### src/design/pbsb_pkg.sv
// Shared types, codes and helpers for the page buffer sprite blitter.
// No dependencies.
`timescale 1ns / 1ps
package pbsb_pkg;

    localparam int SCREEN_WIDTH_DEF  = 128;
    localparam int SCREEN_HEIGHT_DEF = 64;
    // Field widths cover the largest screen allowed (512 columns, 32 pages).
    localparam int COL_W  = 9;
    localparam int PAGE_W = 5;

    typedef enum logic [2:0] {
        K_PIXEL  = 3'd0,
        K_FILL   = 3'd1,
        K_VLINE  = 3'd2,
        K_BCLR   = 3'd3,
        K_SOLID  = 3'd4,
        K_SPRITE = 3'd5,
        K_READ   = 3'd6,
        K_SPARE  = 3'd7
    } t_kind;

    typedef enum logic [2:0] {
        J_NONE  = 3'd0,
        J_RMW   = 3'd1,
        J_VLINE = 3'd2,
        J_FILL  = 3'd3,
        J_READ  = 3'd4
    } t_job_kind;

    typedef struct packed {
        t_job_kind          kind;
        logic [COL_W-1:0]   col;
        logic [PAGE_W-1:0]  first;
        logic [PAGE_W-1:0]  last;
        logic               hit;
        logic [7:0]         clr_a;
        logic [7:0]         set_a;
        logic [7:0]         clr_b;
        logic [7:0]         set_b;
        logic [2:0]         top_lo;
        logic [2:0]         bot_lo;
    } t_job;

    function automatic logic [7:0] vline_mask(
        input logic [PAGE_W-1:0] pg,
        input logic [PAGE_W-1:0] first,
        input logic [PAGE_W-1:0] last,
        input logic [2:0]        top_lo,
        input logic [2:0]        bot_lo
    );
        logic [7:0] m;
        m = 8'hFF;
        if (pg == first) m = m & (8'hFF << top_lo);
        if (pg == last)  m = m & (8'hFF >> (3'd7 - bot_lo));
        return m;
    endfunction

endpackage

### src/design/pbsb_queue.sv
// Two-entry job queue between the front end and the frame engine.
// Depends on pbsb_pkg.
`timescale 1ns / 1ps
module pbsb_queue (
    input  logic           i_clk,
    input  logic           i_rst_n,
    input  logic           i_push,
    input  pbsb_pkg::t_job i_data,
    output logic           o_full,
    input  logic           i_pop,
    output pbsb_pkg::t_job o_data,
    output logic           o_empty
);
    pbsb_pkg::t_job r_slot [2];
    logic           r_wr_ptr, r_rd_ptr;
    logic [1:0]     r_count;
    logic           do_push, do_pop;

    assign o_full  = (r_count == 2'd2);
    assign o_empty = (r_count == 2'd0);
    assign do_push = i_push && !o_full;
    assign do_pop  = i_pop && !o_empty;
    assign o_data  = r_slot[r_rd_ptr];

    always_ff @(posedge i_clk) begin
        if (do_push) r_slot[r_wr_ptr] <= i_data;
    end

    always_ff @(posedge i_clk) begin
        if (!i_rst_n) begin
            r_wr_ptr <= 1'b0;
            r_rd_ptr <= 1'b0;
            r_count  <= 2'd0;
        end else begin
            if (do_push) r_wr_ptr <= ~r_wr_ptr;
            if (do_pop)  r_rd_ptr <= ~r_rd_ptr;
            r_count <= r_count + {1'b0, do_push} - {1'b0, do_pop};
        end
    end

endmodule

### config.mk
export PLATFORM = sky130hd
export DESIGN_NAME = pbsb_queue
export DESIGN_NICKNAME = d
export VERILOG_FILES = /design/src/design/pbsb_pkg.sv /design/src/design/pbsb_queue.sv
export SDC_FILE = /design/constraint.sdc
export NUM_CORES = 1
export LEC_CHECK = 0
export ABC_AREA = 1
export BUFFER_PORTS_ARGS = -buffer_cell sky130_fd_sc_hd__buf_2
export CORE_UTILIZATION = 32
export CTS_BUF_LIST = sky130_fd_sc_hd__clkbuf_4
export DETAILED_ROUTE_END_ITERATION = 8
export GPL_ROUTABILITY_DRIVEN = 1
export SYNTH_ARGS = -nofsm -noshare
export SYNTH_HDL_FRONTEND = slang
export SYNTH_SLANG_ARGS = --single-unit
### constraint.sdc
create_clock -name i_clk -period 10.2 [get_ports i_clk]
set_clock_uncertainty 0.05 [all_clocks]
set_input_delay 1.53 -clock i_clk [delete_from_list [all_inputs] [get_ports i_clk]]
set_output_delay 1.53 -clock i_clk [all_outputs]
set_load 0.1 [all_outputs]
* Word level (Yosys, flattened, before mapping)
Memories as Yosys holds them, arrays and structs flattened. A register that Yosys moved wholly into a read port is not among the register bits.
Index checks and enable logic that the tools add are counted.
** Cells by class
- Add/subtract/negate cells :: 2
- Equality and inequality tests :: 1
- Mux-type cells :: 4
- Bitwise gates (word level) :: 2
- Reduce and logical (&&, ||, !) cells :: 5
** Operators with widths (number)
- 1-bit 2-to-1 mux :: 4
- 2-bit by 1-bit adder with 2-bit output :: 1
- 2-bit equality test, second input constant :: 1
- 1-bit logical AND :: 2
- 1-bit logical NOT :: 2
- 2-bit logical NOT :: 1
- 1-bit NOT :: 2
- 2-bit by 1-bit subtractor with 2-bit output :: 1
** Storage, ports and cells
- Register bits after elaboration :: 4
- RAM bits :: 122
- Input bits :: 65
- Output and inout port bits :: 63
- Word-level logic and storage cells :: 18
- Memories kept :: 1
** Memory list
- r_slot :: words 2, bits a word 61, read ports 1, clocked after Yosys merged registers in 1, wr ports 1, RTL line pbsb_queue.sv:14 : pbsb_pkg::t_job r_slot [2];

* Depth between registers and ports, before layout
- Depth after elaboration :: 5
- Depth in mapped cells :: 11

* Least setup slack after synthesis
No wires, ideal clock.
- Kind :: input -> register
- From :: in i_push
- To :: mem r_slot[0][0] in the netlist's numbering (enable)
- Setup time :: 0.480 ns
- Arrival time :: 4.150 ns
- Path slack :: 5.520 ns
- Cell stages on the path :: 2
- Path buffers :: 0
- Cell sequence :: nand2_1 -> nor2_1
** Between the ends
- Word-level cells in the longest chain between the ends :: 3
** RTL lines
- start: declaration :: RTL line pbsb_queue.sv:7 : input logic i_push,
- 1-bit logical AND :: RTL line pbsb_queue.sv:21 : assign do_push = i_push && !o_full;
- 1-bit 2-to-1 mux :: RTL line pbsb_queue.sv:26 : if (do_push) r_slot[r_wr_ptr] <= i_data;
- 1-bit 2-to-1 mux (implied by the code) :: RTL line pbsb_queue.sv:26
- end: declaration :: RTL line pbsb_queue.sv:14
No other way between the ends.

==> results.json <==
{
  "vias_per_cell": 4.256,
  "critical_path.top_delay_family": "buffers and inverters",
  "dp_hpwl_mm": 5.509,
  "diodes": 0,
  "cts_num_sinks": 127,
  "drc": 0,
  "root_buffer": "clkbuf_4",
  "fmax_mhz": 239.4,
  "outcome": "completed",
  "antenna_left": 0,
  "multi_input_area_um2": 1033,
  "drtIter0Drc": 75,
  "cts_buffer_depth": 2,
  "clk_pin_slew_ps": 120,
  "drive_gt1_share_pct": 59.01,
  "min_from": "r_rd_ptr$_SDFFE_PN0P_",
  "setup_tns_ps": 0,
  "die_h_um": 126.4,
  "hold_buffers": 0,
  "fp.dieW_um": 126.4,
  "worstPathArrival_ps": 2600,
  "min_period_over_period_pct": 40.95,
  "seq_area_um2": 3767,
  "hold_end": "r_rd_ptr$_SDFFE_PN0P_",
  "gp_congestion": 0.6600,
  "syn_area_per_cell_um2": 21.73,
  "rr_startpoint": "r_count[0]$_SDFF_PN0_",
  "vias": 2430,
  "cts_max_level": 4,
  "fillers": 1373,
  "top_layer": "met4",
  "wire_per_inst_um": 14.75,
  "path_buf_inv": 2,
  "grt-ovfl-total": 0,
  "whs_path_depth": 2,
  "io_pins": 128,
  "rows": 45,
  "grt_max_degree": 38,
  "grt_pass1_vias": 2558,
  "crit_slowest_cell": "dfxtp_4",
  "start_util_pct": 32.71,
  "required_ps": 8620,
  "tightest_slew_ps": 839.7,
  "cts_buffers": 17,
  "insertion_delay_ps": 530,
  "critPathKind": "reg -> out",
  "drt-met1-wl_mm": 3.450,
  "synth-seq-cells": 127,
  "hold_viol": 0,
  "syn-num-nets": 295,
  "syn_to_final_growth_pct": 22.22,
  "grt_use_total_pct": 11.15,
  "hold_class": "reg -> reg",
  "setup_viol_count_final": 0,
  "dieArea_um2": 15990,
  "cap_violations": 0,
  "netlist_instances": 228,
  "synth_seq_area_share_pct": 75.96,
  "postRouteWirelength_mm": 8.424,
  "layout.nets": 437,
  "start_kind": "flop",
  "grt_pass1_wl_mm": 12.80,
  "crit_chain": "buf_4, mux2_4, buf_2",
  "slew-limit-headroom_pct": 43.88,
  "fin_crit_ps": 4176,
  "r2r_end": "r_slot[0][30]$_DFFE_PP_",
  "endpoint_kind": "output port",
  "path_max_fanout": 37,
  "antenna_found_initial": 0,
  "drt_pre_antenna_iters": 3,
  "slew_viol_final": 0,
  "critPathMaxStageDelay_ps": 670,
  "rrSetupSlack_ps": 7860,
  "syn_area_um2": 4955,
  "dr_wl_met2_mm": 4.299,
  "core_area_um2": 15150,
  "yosysWarnings": 0,
  "wl_met3_um": 493,
  "cts_tree": "yes",
  "portBuffers": 127,
  "cts-resized-gates": 0,
  "rsz0062_at_grt": "false",
  "ys_types": 12,
  "reg2regPathDepth": 5,
  "cts_setup_buffers": 0
}
-- worst max path at each step --
stage	slack (ps)	endpoint	cells past startpoint	startpoint
floorplan	5520	r_slot[0][0]$_DFFE_PP_	2	i_push
CTS	5900	o_data[13]	3	flop
global route	5850	o_data[13]	3	flop
finish	6020	o_data[13]	3	flop
detailed placement	6550	o_data[13]	3	flop
global placement	6550	o_data[13]	3	flop
-- state kept, by name (all words and copies together) (netlist names), named ones only --
| register | cells |
|---|---|
| r_count | 2 |
| r_rd_ptr | 1 |
| r_slot | 122 |
| r_wr_ptr | 1 |
-- cell usage in the layout (no fill, tap or decap) --
cell type   Yosys  layout
clkbuf_4        0      18
a21oi_1         2       2
clkinv_4        0       2
clkinvlp_4      0       6
edfxtp_1      122     122
bufinv_16       0       4
clkinv_2        0       2
dfxtp_1         5       4
buf_2           0     127
inv_1           9       8
nor2_1          8       7
mux2_4         60      60
buf_4           0       3
nand3_1         3       3
nand2_1         9       9
mux2_2          1       1
inv_2           0       1
ha_1            2       2
dfxtp_4         0       1
nor2_4          0       1
-- cells in the mapped netlist (all sizes together) --
cell    instances  share of area [%]
mux2           61                 18
buf             7                2.7
edfxtp        122                 74
nand3           3               0.30
a21oi           2               0.20
dfxtp           5                2.0
nor2            8               0.61
ha              2               0.50
inv             9               0.68
nand2           9               0.68
-- logic make-up after synthesis --
logic type	synth area share, %
AOI/OAI and AO/OA	0.2020
adders and majority gates	0.5050
buffers and inverters	3.333
DFF	75.96
muxes	18.41
and+or+nand+nor	1.591
-- stage by stage --
stage,instances,setup slack (ps),hold WS (ps),instance area (µm²),util [%]
after floorplan,228,5520,417.5,4955,-
after global placement,539,6545,439.1,5728,37.82
after CTS,571,5896,475.9,6056,39.98
final,571,6024,472.3,6056,39.98
after detailed placement,539,6546,447.0,5728,37.82
after global routing,571,5847,518.2,6056,39.98
-- area by class of cell --
| cell class | instances | share of cell area, % |
|---|---|---|
| well taps | 188 | 3.884 |
| clock inverters | 14 | 3.182 |
| repair buffers | 130 | 10.87 |
| flip-flops and latches | 127 | 62.21 |
| multi-input cells | 85 | 17.07 |
| clock buffers | 18 | 2.231 |
| inverters | 9 | 0.5579 |
-- worst register-to-register path, cell delays in order (launching register included) --
cell and delay, ps:
dfxtp_1 380, inv_1 70, nand2_1 130, nand2_1 130
nor2_4 650, buf_4 570
-- per-layer routing --
layer,vias up,global-route usage (%)
met5,-,0
met4,0,6.804
met3,12,4.555
met2,80,19.37
met1,1173,11.18
li1,1165,-
Power is not shown: default switching activity piles up to over one toggle a cycle in this logic, so the estimate is an artifact.
