<file path="src/design/pbsb_pkg.sv">
// Shared types, codes and helpers for the page buffer sprite blitter.
// No dependencies.
`timescale 1ns / 1ps
package pbsb_pkg;

    localparam int SCREEN_WIDTH_DEF  = 128;
    localparam int SCREEN_HEIGHT_DEF = 64;
    // Field widths cover the largest screen allowed (512 columns, 32 pages).
    localparam int COL_W  = 9;
    localparam int PAGE_W = 5;

    typedef enum logic [2:0] {
        K_PIXEL  = 3'd0,
        K_FILL   = 3'd1,
        K_VLINE  = 3'd2,
        K_BCLR   = 3'd3,
        K_SOLID  = 3'd4,
        K_SPRITE = 3'd5,
        K_READ   = 3'd6,
        K_SPARE  = 3'd7
    } t_kind;

    typedef enum logic [2:0] {
        J_NONE  = 3'd0,
        J_RMW   = 3'd1,
        J_VLINE = 3'd2,
        J_FILL  = 3'd3,
        J_READ  = 3'd4
    } t_job_kind;

    typedef struct packed {
        t_job_kind          kind;
        logic [COL_W-1:0]   col;
        logic [PAGE_W-1:0]  first;
        logic [PAGE_W-1:0]  last;
        logic               hit;
        logic [7:0]         clr_a;
        logic [7:0]         set_a;
        logic [7:0]         clr_b;
        logic [7:0]         set_b;
        logic [2:0]         top_lo;
        logic [2:0]         bot_lo;
    } t_job;

    function automatic logic [7:0] vline_mask(
        input logic [PAGE_W-1:0] pg,
        input logic [PAGE_W-1:0] first,
        input logic [PAGE_W-1:0] last,
        input logic [2:0]        top_lo,
        input logic [2:0]        bot_lo
    );
        logic [7:0] m;
        m = 8'hFF;
        if (pg == first) m = m & (8'hFF << top_lo);
        if (pg == last)  m = m & (8'hFF >> (3'd7 - bot_lo));
        return m;
    endfunction

endpackage

</file>
<file path="src/design/pbsb_front.sv">
// Front end: accepts drawing words, clips them and turns them into frame jobs.
// Depends on pbsb_pkg.
`timescale 1ns / 1ps
module pbsb_front #(
    parameter int SCREEN_WIDTH  = pbsb_pkg::SCREEN_WIDTH_DEF,
    parameter int SCREEN_HEIGHT = pbsb_pkg::SCREEN_HEIGHT_DEF
) (
    input  logic               i_push,
    input  logic               i_q_full,
    input  logic               i_clearing,
    input  logic [2:0]         i_kind,
    input  logic signed [15:0] i_pos_x,
    input  logic signed [15:0] i_pos_y,
    input  logic signed [7:0]  i_end_y,
    input  logic [7:0]         i_col_offset,
    input  logic [4:0]         i_page_index,
    input  logic [7:0]         i_sprite_height,
    input  logic [7:0]         i_src_byte,
    input  logic [7:0]         i_mask_byte,
    output logic               o_full,
    output logic               o_job_valid,
    output pbsb_pkg::t_job     o_job
);
    localparam int PAGES = (SCREEN_HEIGHT + 7) / 8;
    localparam logic signed [17:0] W18 = 18'(SCREEN_WIDTH);
    localparam logic signed [17:0] H18 = 18'(SCREEN_HEIGHT);
    localparam logic signed [17:0] P18 = 18'(PAGES);

    logic signed [17:0] x18, y18, ey18, top, bot, top_c, bot_c, dx, base, b8;
    logic               x_in, dx_in, last_pg, b_skip, slot0, slot1;
    logic [5:0]         pages6, dp1;
    logic [2:0]         sh;
    logic [7:0]         hmask, region, fill, bit8;
    logic [15:0]        wide_clr, wide_set;
    pbsb_pkg::t_job     job;

    assign x18  = {{2{i_pos_x[15]}}, i_pos_x};
    assign y18  = {{2{i_pos_y[15]}}, i_pos_y};
    assign ey18 = {{10{i_end_y[7]}}, i_end_y};
    assign x_in = (x18 >= 18'sd0) && (x18 < W18);
    assign bit8 = 8'h01 << y18[2:0];

    // line ends in either order, clipped to the screen
    assign top   = (y18 < ey18) ? y18 : ey18;
    assign bot   = (y18 < ey18) ? ey18 : y18;
    assign top_c = (top < 18'sd0) ? 18'sd0 : top;
    assign bot_c = (bot >= H18) ? (H18 - 18'sd1) : bot;

    // bitmap byte placement
    assign pages6  = 6'((9'(i_sprite_height) + 9'd7) >> 3);
    assign dx      = x18 + $signed({10'd0, i_col_offset});
    assign dx_in   = (dx >= 18'sd0) && (dx < W18);
    assign base    = y18 + $signed({10'd0, i_page_index, 3'b000});
    assign last_pg = (({1'b0, i_page_index} + 6'd1) == pages6);
    assign hmask   = (last_pg && (i_sprite_height[2:0] != 3'd0))
                   ? ((8'h01 << i_sprite_height[2:0]) - 8'h01) : 8'hFF;
    assign b_skip  = (i_sprite_height == 8'd0) || ({1'b0, i_page_index} >= pages6)
                   || !dx_in || (base <= -18'sd8) || (base >= H18);
    assign b8      = base + 18'sd8;
    assign dp1     = b8[8:3];
    assign sh      = b8[2:0];
    assign slot0   = (dp1 != 6'd0);
    assign slot1   = (sh != 3'd0) && (dp1 < 6'(PAGES));

    always_comb begin
        unique case (pbsb_pkg::t_kind'(i_kind))
            pbsb_pkg::K_BCLR: begin
                region = i_src_byte & hmask;
                fill   = 8'h00;
            end
            pbsb_pkg::K_SOLID: begin
                region = hmask;
                fill   = ~i_src_byte & hmask;
            end
            default: begin
                region = i_mask_byte & hmask;
                fill   = i_src_byte & i_mask_byte & hmask;
            end
        endcase
    end

    assign wide_clr = {8'h00, region} << sh;
    assign wide_set = {8'h00, fill} << sh;

    always_comb begin
        job = '0;
        job.kind = pbsb_pkg::J_NONE;
        unique case (pbsb_pkg::t_kind'(i_kind)) inside
            pbsb_pkg::K_PIXEL: begin
                job.col   = x18[pbsb_pkg::COL_W-1:0];
                job.first = y18[pbsb_pkg::PAGE_W+2:3];
                job.last  = y18[pbsb_pkg::PAGE_W+2:3];
                job.clr_a = bit8;
                job.set_a = (i_src_byte != 8'h00) ? bit8 : 8'h00;
                if (x_in && (y18 >= 18'sd0) && (y18 < H18)) job.kind = pbsb_pkg::J_RMW;
            end
            pbsb_pkg::K_FILL: begin
                job.kind  = pbsb_pkg::J_FILL;
                job.set_a = (i_src_byte != 8'h00) ? 8'hFF : 8'h00;
            end
            pbsb_pkg::K_VLINE: begin
                job.col    = x18[pbsb_pkg::COL_W-1:0];
                job.first  = top_c[pbsb_pkg::PAGE_W+2:3];
                job.last   = bot_c[pbsb_pkg::PAGE_W+2:3];
                job.top_lo = top_c[2:0];
                job.bot_lo = bot_c[2:0];
                job.set_a  = i_src_byte;
                if ((i_src_byte != 8'h00) && x_in && (bot >= 18'sd0) && (top < H18))
                    job.kind = pbsb_pkg::J_VLINE;
            end
            pbsb_pkg::K_BCLR, pbsb_pkg::K_SOLID, pbsb_pkg::K_SPRITE: begin
                job.col = dx[pbsb_pkg::COL_W-1:0];
                if (slot0) begin
                    job.first = 5'(dp1 - 6'd1);
                    job.last  = 5'(dp1 - 6'd1) + {4'd0, slot1};
                    job.clr_a = wide_clr[7:0];
                    job.set_a = wide_set[7:0];
                    job.clr_b = wide_clr[15:8];
                    job.set_b = wide_set[15:8];
                end else begin
                    job.first = dp1[pbsb_pkg::PAGE_W-1:0];
                    job.last  = dp1[pbsb_pkg::PAGE_W-1:0];
                    job.clr_a = wide_clr[15:8];
                    job.set_a = wide_set[15:8];
                end
                if (!b_skip && (region != 8'h00) && (slot0 || slot1))
                    job.kind = pbsb_pkg::J_RMW;
            end
            pbsb_pkg::K_READ: begin
                job.kind  = pbsb_pkg::J_READ;
                job.col   = x18[pbsb_pkg::COL_W-1:0];
                job.first = y18[pbsb_pkg::PAGE_W-1:0];
                job.last  = y18[pbsb_pkg::PAGE_W-1:0];
                job.hit   = x_in && (y18 >= 18'sd0) && (y18 < P18);
            end
            default: job.kind = pbsb_pkg::J_NONE;
        endcase
    end

    assign o_full      = i_q_full || i_clearing;
    // drop words that touch nothing
    assign o_job_valid = i_push && !o_full && (job.kind != pbsb_pkg::J_NONE);
    assign o_job       = job;

endmodule

</file>
<file path="config.mk">
export PLATFORM = sky130hd
export DESIGN_NAME = pbsb_front
export DESIGN_NICKNAME = d
export VERILOG_FILES = /design/src/design/pbsb_pkg.sv /design/src/design/pbsb_front.sv
export SDC_FILE = /design/constraint.sdc
export NUM_CORES = 1
export LEC_CHECK = 0
export ABC_AREA = 1
export BUFFER_PORTS_ARGS = -buffer_cell sky130_fd_sc_hd__buf_2
export CORE_ASPECT_RATIO = 1.4
export CORE_MARGIN = 10
export CORE_UTILIZATION = 50
export DETAILED_ROUTE_END_ITERATION = 6
export PLACE_DENSITY = 0.86
export SLEW_MARGIN = 40
export SYNTH_ARGS = -nofsm -noshare
export SYNTH_HDL_FRONTEND = slang
export SYNTH_SLANG_ARGS = --single-unit
</file>
<file path="constraint.sdc">
create_clock -name vclk -period 7.6
set_clock_uncertainty 0.05 [all_clocks]
set_input_delay 0.76 -clock vclk [all_inputs]
set_output_delay 0.76 -clock vclk [all_outputs]
set_load 0.05 [all_outputs]
</file>
Word level (Yosys, flattened, before mapping)
Index checks and enable logic that the tools add are counted.
W data, S select, Z words.
- register bits after elaboration: 0
- output and inout port bits: 63
- word-level logic and storage cells: 95
- bitwise logic cells: 6
- reduce and logical (&&, ||, !) cells: 32
- shifts and indexed selects: 4
- multiplexer cells: 22
- order comparisons: 16
- add/subtract/negate cells: 8
- equality and inequality tests: 7
- operators with widths (operator ; count):
    $pmux W19 S4 ; 1
    $mux W16 ; 3
    $pmux W8 S2 ; 3
    $and A8 B8 Y8 ; 5
    $mux W8 ; 5
    $mux W18 ; 2
    $add A16 B9 Y17 ; 2
    $ge A16 B1 Y1 const B ; 2
    $pmux W8 S4 ; 1
    $shl A8 B3 Y16 ; 2
    $ge A18 B1 Y1 const B ; 1
    $ge A18 B8 Y1 const B ; 1
    $lt A18 B1 Y1 const B ; 1
    $lt A18 B8 Y1 const B ; 1
    $ge A17 B1 Y1 const B ; 1
    $ge A17 B8 Y1 const B ; 1
    $le A17 B4 Y1 const B ; 1
    $lt A17 B9 Y1 const B ; 1
    $lt A16 B5 Y1 const B ; 1
    $lt A16 B8 Y1 ; 1
    $lt A16 B8 Y1 const B ; 1
    $lt A16 B9 Y1 const B ; 1
    $reduce_bool A8 Y1 ; 2
    $shl A1 B3 Y8 const A ; 2
    other kinds (26) ; 53

Depth between registers and ports, before layout
Gate-level depths: netlist (run 1).
- depth after elaboration: 14
- gate-level depth with buffers: 21
- depth with buffers taken out: 21

Least setup slack after synthesis (run 1)
No wires, ideal clock.
- kind: input-to-output
- start: input i_pos_y[3]
- end: output o_job[46] (netlist bit)
- required time: 6790 ps
- stages on the path: 13
- path slack: 2593 ps
- path buffers: 0
- arrival time: 4197 ps
- cell sequence: ha_1 inv_1 fa_1 xnor2_2 inv_1 nor2_2 nand2_1 nand2_1 nand2_2 a21boi_4 nand2_4 inv_2 o311ai_0
- RTL lines (what ; line ; source):
    start: declaration ; pbsb_front.sv:13 ; input logic signed [15:0] i_pos_y,
    end: declaration ; pbsb_front.sv:22 ; output pbsb_pkg::t_job o_job

==> results of run 1 <==
logic make-up (layout without fill, tap and decap cells):
family          Yosys count  after routing  synth area share (%)
xor+xnor                 19             19                 3.790
simple gates            587            587                 56.12
fa+ha+maj                41             41                 11.03
buf+inv                 164            286                 13.59
compound gates          124            124                 15.39
other cells               1              3               0.07834
metal layers:
layer,wire (microns),track usage (%)
met3,1543,2.400
met4,675,9.041
met1,6652,26.99
met2,8653,41.98
met5,0,0
worst min-delay path: cells and delay by family:
kind          cells  cell delay [ns]
buf+inv           2             0.29
simple gates      2             0.11
through the flow:
step,utilization [%],std cells,hold WS [ns],cell area (sq um),setup WS (ns)
floorplan,-,937,1.666,4791,2.593
global placement,58.89,1169,1.874,5539,3.012
detailed placement,58.89,1169,1.875,5539,2.967
CTS,58.89,1169,1.877,5539,2.951
global route,58.89,1169,1.900,5539,2.660
finish,58.91,1170,1.873,5542,2.926
power by group:
part           switching (W)  leakage (nW)     internal (W)
Clock                      0    0.00000634  0.0000000000176
Combinational       0.000368          3.25         0.000145
Sequential                 0             0                0
Total               0.000368          3.25         0.000145
worst paths after layout:
check                     end  cells past startpoint  slack [ns]
setup / recovery    o_job[43]                     22        2.93
hold / removal    o_job_valid                      4        1.87
Yosys cell counts, types with 2 or more instances:
library cell  instances
nand4_1              25
buf_2                10
nor2_4                6
fa_1                  2
a21oi_1              41
inv_1               128
nand2_2              16
nor2_1               81
clkinv_1              2
clkbuf_1              7
nand3_1             125
nor3_1               17
buf_4                 2
nand3_2               8
buf_1                 3
or2_2                 3
xnor2_1               5
o211ai_1             15
nand3b_1              5
nand2_4               3
xor2_1               12
o21ai_2               2
a211oi_1              6
inv_2                10
o21ai_0              30
o22ai_1               8
nand2_1             285
nand4_2               2
nor4_1                6
nor2_2                2
o31ai_1               2
a31oi_1               2
buf_6                 2
o2111ai_1             2
o21ai_1              10
ha_1                 39
area by class of cell:
| type | count | area [sq um] | area share, % |
|---|---|---|---|
| Antenna cell | 1 | 2.502 | 0.04516 |
| Inverter | 140 | 525.5 | 9.483 |
| Multi-Input combinational cell | 773 | 4140 | 74.71 |
| Tap cell | 110 | 137.6 | 2.484 |
| Timing Repair Buffer | 146 | 735.7 | 13.28 |
==> results.py, run 1 <==
metrics = {
    "sta": {
        "relSlewSlack_pct": 43.73,
        "tightest_slew_ns": 0.8389,
        "fmax_ghz": 0.2140,
        "finalSetupViolCount": 0,
        "fin_tns_setup_ns": 0,
        "slew_violations": 0,
        "period_needed_ns": 4.674,
        "hold_viol_final": 0,
        "timing.final.crit_share_pct": 61.49,
        "rsz0062_at_grt": "false",
    },
    "critical_path": {
        "cp-start-kind": "input pin",
        "cp_slowest_cell": "fa_1",
        "critPathTopFamily": "adder cells",
        "path_buf_inv": 6,
        "critPathArrivalTime_ns": 3.86,
        "cp-startpoint": "i_page_index[0]",
        "critPathMaxFanout": 5,
        "crit_required_ns": 6.79,
        "cp-end-kind": "output port",
        "crit_type": "input pin to output port",
        "cp_slowest_stage_delay_ns": 0.41,
        "crit_chain": "buf_2 > ha_1 > inv_1 > fa_1 > inv_1 > nand3_1 > nand2_1 > nand2_1 > nand2_1 > nand3_1 > inv_1 > nand2_2 > a21boi_4 > inv_1 > nor2_1 > ha_1 > ha_1 > nand2_1 > nor2_1 > xnor2_1 > o211ai_1 > buf_2",
    },
    "place": {
        "numPortBuffers": 144,
        "gp_congestion": 1.022,
        "dpl.hpwl_microns": 14890,
    },
    "drt": {
        "routed_wl_microns": 17520,
        "firstDrtPassIters": 5,
        "vias_per_cell": 5.762,
        "first_iter_violations": 442,
        "num_vias": 6741,
        "drc": 0,
        "wl_per_cell_microns": 14.98,
        "drtAntennaViolNets": 0,
    },
    "final_layout": {
        "nClkBuffers": 0,
        "final_cell_mix": "nand2_1, buf_2, inv_1, nand3_1, nor2_1",
        "final_common_cell": "nand2_1",
        "finalNetCount": 1185,
        "seqCellArea_sq_um": 0,
        "syn_to_final_growth_pct": 15.76,
        "seq_cells": 0,
        "fillers": 1018,
        "drive_above_1_share_pct": 19.17,
    },
    "global_routing": {
        "grt_pass1_wl_microns": 27460,
        "gr-usage-all-layers_pct": 23.29,
        "grt_pass1_vias": 6053,
        "overflow": 0,
        "grt_start_max_net_pins": 28,
        "grt_antenna_before_repair": 0,
    },
    "worst_hold_path": {
        "min_path_type": "input pin to output port",
        "hp-start": "i_push",
    },
    "synthesis": {
        "postSynthCellCount": 936,
        "yosysTopAreaCell": "nand2_1",
        "synth_warnings": 0,
        "ys_seq_area_share_pct": 0,
        "yosys.area.top_type_share_pct": 22.35,
        "yosysUniqueCellTypes": 48,
        "yosys-top-cells-area": "nand2_1, nand3_1, ha_1",
        "synth_area_sq_mm": 0.004787,
        "syn-mean-instance-area_sq_um": 5.114,
    },
    "cts": {
        "holdBufCountCts": 0,
        "cts_resized": 0,
        "cts_setup_buffers": 0,
    },
    "pwr": {
        "power_w": 0.0005133,
        "leakage_nw": 3.247,
        "ir_drop_uv": 84.45,
        "p_per_area_mw_per_mm2": 92.62,
    },
    "floorplan": {
        "die_h_microns": 135.8,
        "die_area_sq_mm": 0.01394,
        "start_util_pct": 50.89,
        "coreArea_sq_mm": 0.009407,
        "die_w_microns": 102.7,
        "io_pins": 146,
        "core.rowCount": 42,
    },
    "job": {
        "maxCapViolCount": 0,
    },
    "outcome": {
        "status": "complete, no violations",
    },
}
Note: power is estimated with default switching activity, not from simulation.
==> run 2: changes to the inputs <==
PLACE_DENSITY = 0.89   (was 0.86)
clock period = 3.89 ns   (was 7.6 ns; I/O delays follow)
==> run 2 against run 1 <==
Compared with the run above:
- worst setup slack got worse by 2.8 ns
- total power grew 100%
- die area stayed put
- first-iteration DRC count rose by 5.2%
- flip-flop and latch count stayed put
- largest power group unchanged
- combinational power rose by 100%
- highest routed layer unchanged
- critical path depth fell by 1
- wire length is 3.6% higher
==> results.py, run 2 (synthesized netlist as in run 1, its figures left out) <==
metrics = {
    "global_routing": {
        "grt_start_max_net_pins": 22,
        "overflow": 0,
        "grt_pass1_vias": 6278,
        "grt_antenna_before_repair": 0,
        "grt_pass1_wl_microns": 28520,
        "gr-usage-all-layers_pct": 24.21,
    },
    "floorplan": {
        "die_h_microns": 135.8,
        "core.rowCount": 42,
        "start_util_pct": 50.89,
        "die_w_microns": 102.7,
        "coreArea_sq_mm": 0.009407,
        "die_area_sq_mm": 0.01394,
        "io_pins": 146,
    },
    "critical_path": {
        "crit_required_ns": 3.45,
        "path_buf_inv": 6,
        "critPathTopFamily": "adder cells",
        "critPathArrivalTime_ns": 3.34,
        "cp_slowest_stage_delay_ns": 0.51,
        "cp-start-kind": "input pin",
        "crit_cells": 21,
        "crit_type": "input pin to output port",
        "crit_chain": "buf_2 > ha_4 > inv_1 > fa_2 > inv_1 > ha_1 > inv_2 > nor2_4 > nand2_1 > nand2_1 > nand2_2 > a21boi_4 > inv_1 > nor2_1 > ha_2 > ha_1 > nand2_1 > nor2_1 > xnor2_1 > o211ai_1 > buf_4",
        "cp-end-kind": "output port",
        "cp_slowest_cell": "fa_2",
        "critPathMaxFanout": 5,
    },
    "drt": {
        "wl_met3_microns": 1678,
        "wl_met2_microns": 8874,
        "highest_layer": "met4",
        "drtAntennaViolNets": 0,
        "wl_met1_microns": 6588,
        "drc": 0,
        "first_iter_violations": 465,
        "num_vias": 6787,
        "firstDrtPassIters": 5,
        "vias_per_cell": 5.761,
        "routed_wl_microns": 18160,
        "wl_per_cell_microns": 15.42,
    },
    "pwr": {
        "leakage_nw": 3.289,
        "ir_drop_uv": 145.3,
        "power_w": 0.001031,
        "p_per_area_mw_per_mm2": 182.7,
    },
    "final_layout": {
        "finalNetCount": 1194,
        "final_cell_mix": "nand2_1, buf_2, inv_1, nand3_1, nor2_1",
        "diodes": 0,
        "nClkBuffers": 0,
        "drive_above_1_share_pct": 20.51,
        "syn_to_final_growth_pct": 17.83,
        "stdcell_count": 1178,
        "seq_cells": 0,
        "final_common_cell": "nand2_1",
        "utilization_pct": 59.96,
        "seqCellArea_sq_um": 0,
    },
    "place": {
        "numPortBuffers": 144,
        "gp_congestion": 1.043,
        "dp_cells": 1177,
        "dpl.hpwl_microns": 15190,
    },
    "sta": {
        "fmax_ghz": 0.2646,
        "timing.final.crit_share_pct": 97.15,
        "slew_violations": 0,
        "tightest_slew_ns": 0.7521,
        "hold_viol_final": 0,
        "relSlewSlack_pct": 49.68,
        "finalSetupViolCount": 0,
        "period_needed_ns": 3.779,
    },
    "worst_hold_path": {
        "holdPathStages": 4,
        "min_path_type": "input pin to output port",
    },
    "job": {
        "maxCapViolCount": 0,
    },
    "cts": {
        "holdBufCountCts": 0,
    },
    "outcome": {
        "status": "complete, no violations",
    },
}
## run 2: cell types whose count changed in the layout (fill, tap and decap cells not counted), sizes merged
cell / delta
diode: -1
buf: +9
## run 2: stage by stage
| step | hold WS [ns] | TNS, ns | setup slack [ns] | cell area (sq um) |
|---|---|---|---|---|
| floorplan | 0.9239 | 0 | 0.09526 | 4797 |
| CTS | 1.133 | 0 | 0.003322 | 5610 |
| detailed placement | 1.133 | -0.04479 | -0.04479 | 5605 |
| global placement | 1.117 | 0 | 0.07625 | 5605 |
| global route | 1.152 | -0.03712 | -0.02894 | 5640 |
| finish | 1.135 | 0 | 0.1110 | 5640 |
## run 2: layout make-up
type	instances	area [sq um]
multi-input combinational	773	4172
fill	953	3766
timing repair buffer	155	805.8
inverter	140	525.5
tap	110	137.6
## run 2: routing by layer
layer | vias to the layer above | GRT usage (%)
met3 | 99 | 2.809
met4 | 0 | 10.93
met5 | - | 0
met2 | 389 | 43.58
li1 | 3356 | -
met1 | 2943 | 27.37
## run 2: final timing paths
path                        start     endpoint
hold / removal             i_push  o_job_valid
setup / recovery  i_page_index[0]    o_job[43]
## run 2: tightest hold or removal path, delay by kind of cell
kind	cells	cell delay [ns]
buffers and inverters	2	0.29
AND/OR/NAND/NOR	2	0.11
## run 2: repair_timing
action / 4_1_cts / 5_1_grt
buffers inserted: 0 / 1
cloned: 0 / 0
gates resized for setup: 2 / 7
pin swaps: 0 / 1
setup endpoints to repair: 1 / 5
## run 2: power by group
part	leakage, nW	switching (W)	internal, W	total, W
Combinational	3.29	0.000732	0.000299	0.00103
Sequential	0	0	0	0
Clock	0	0	0	0
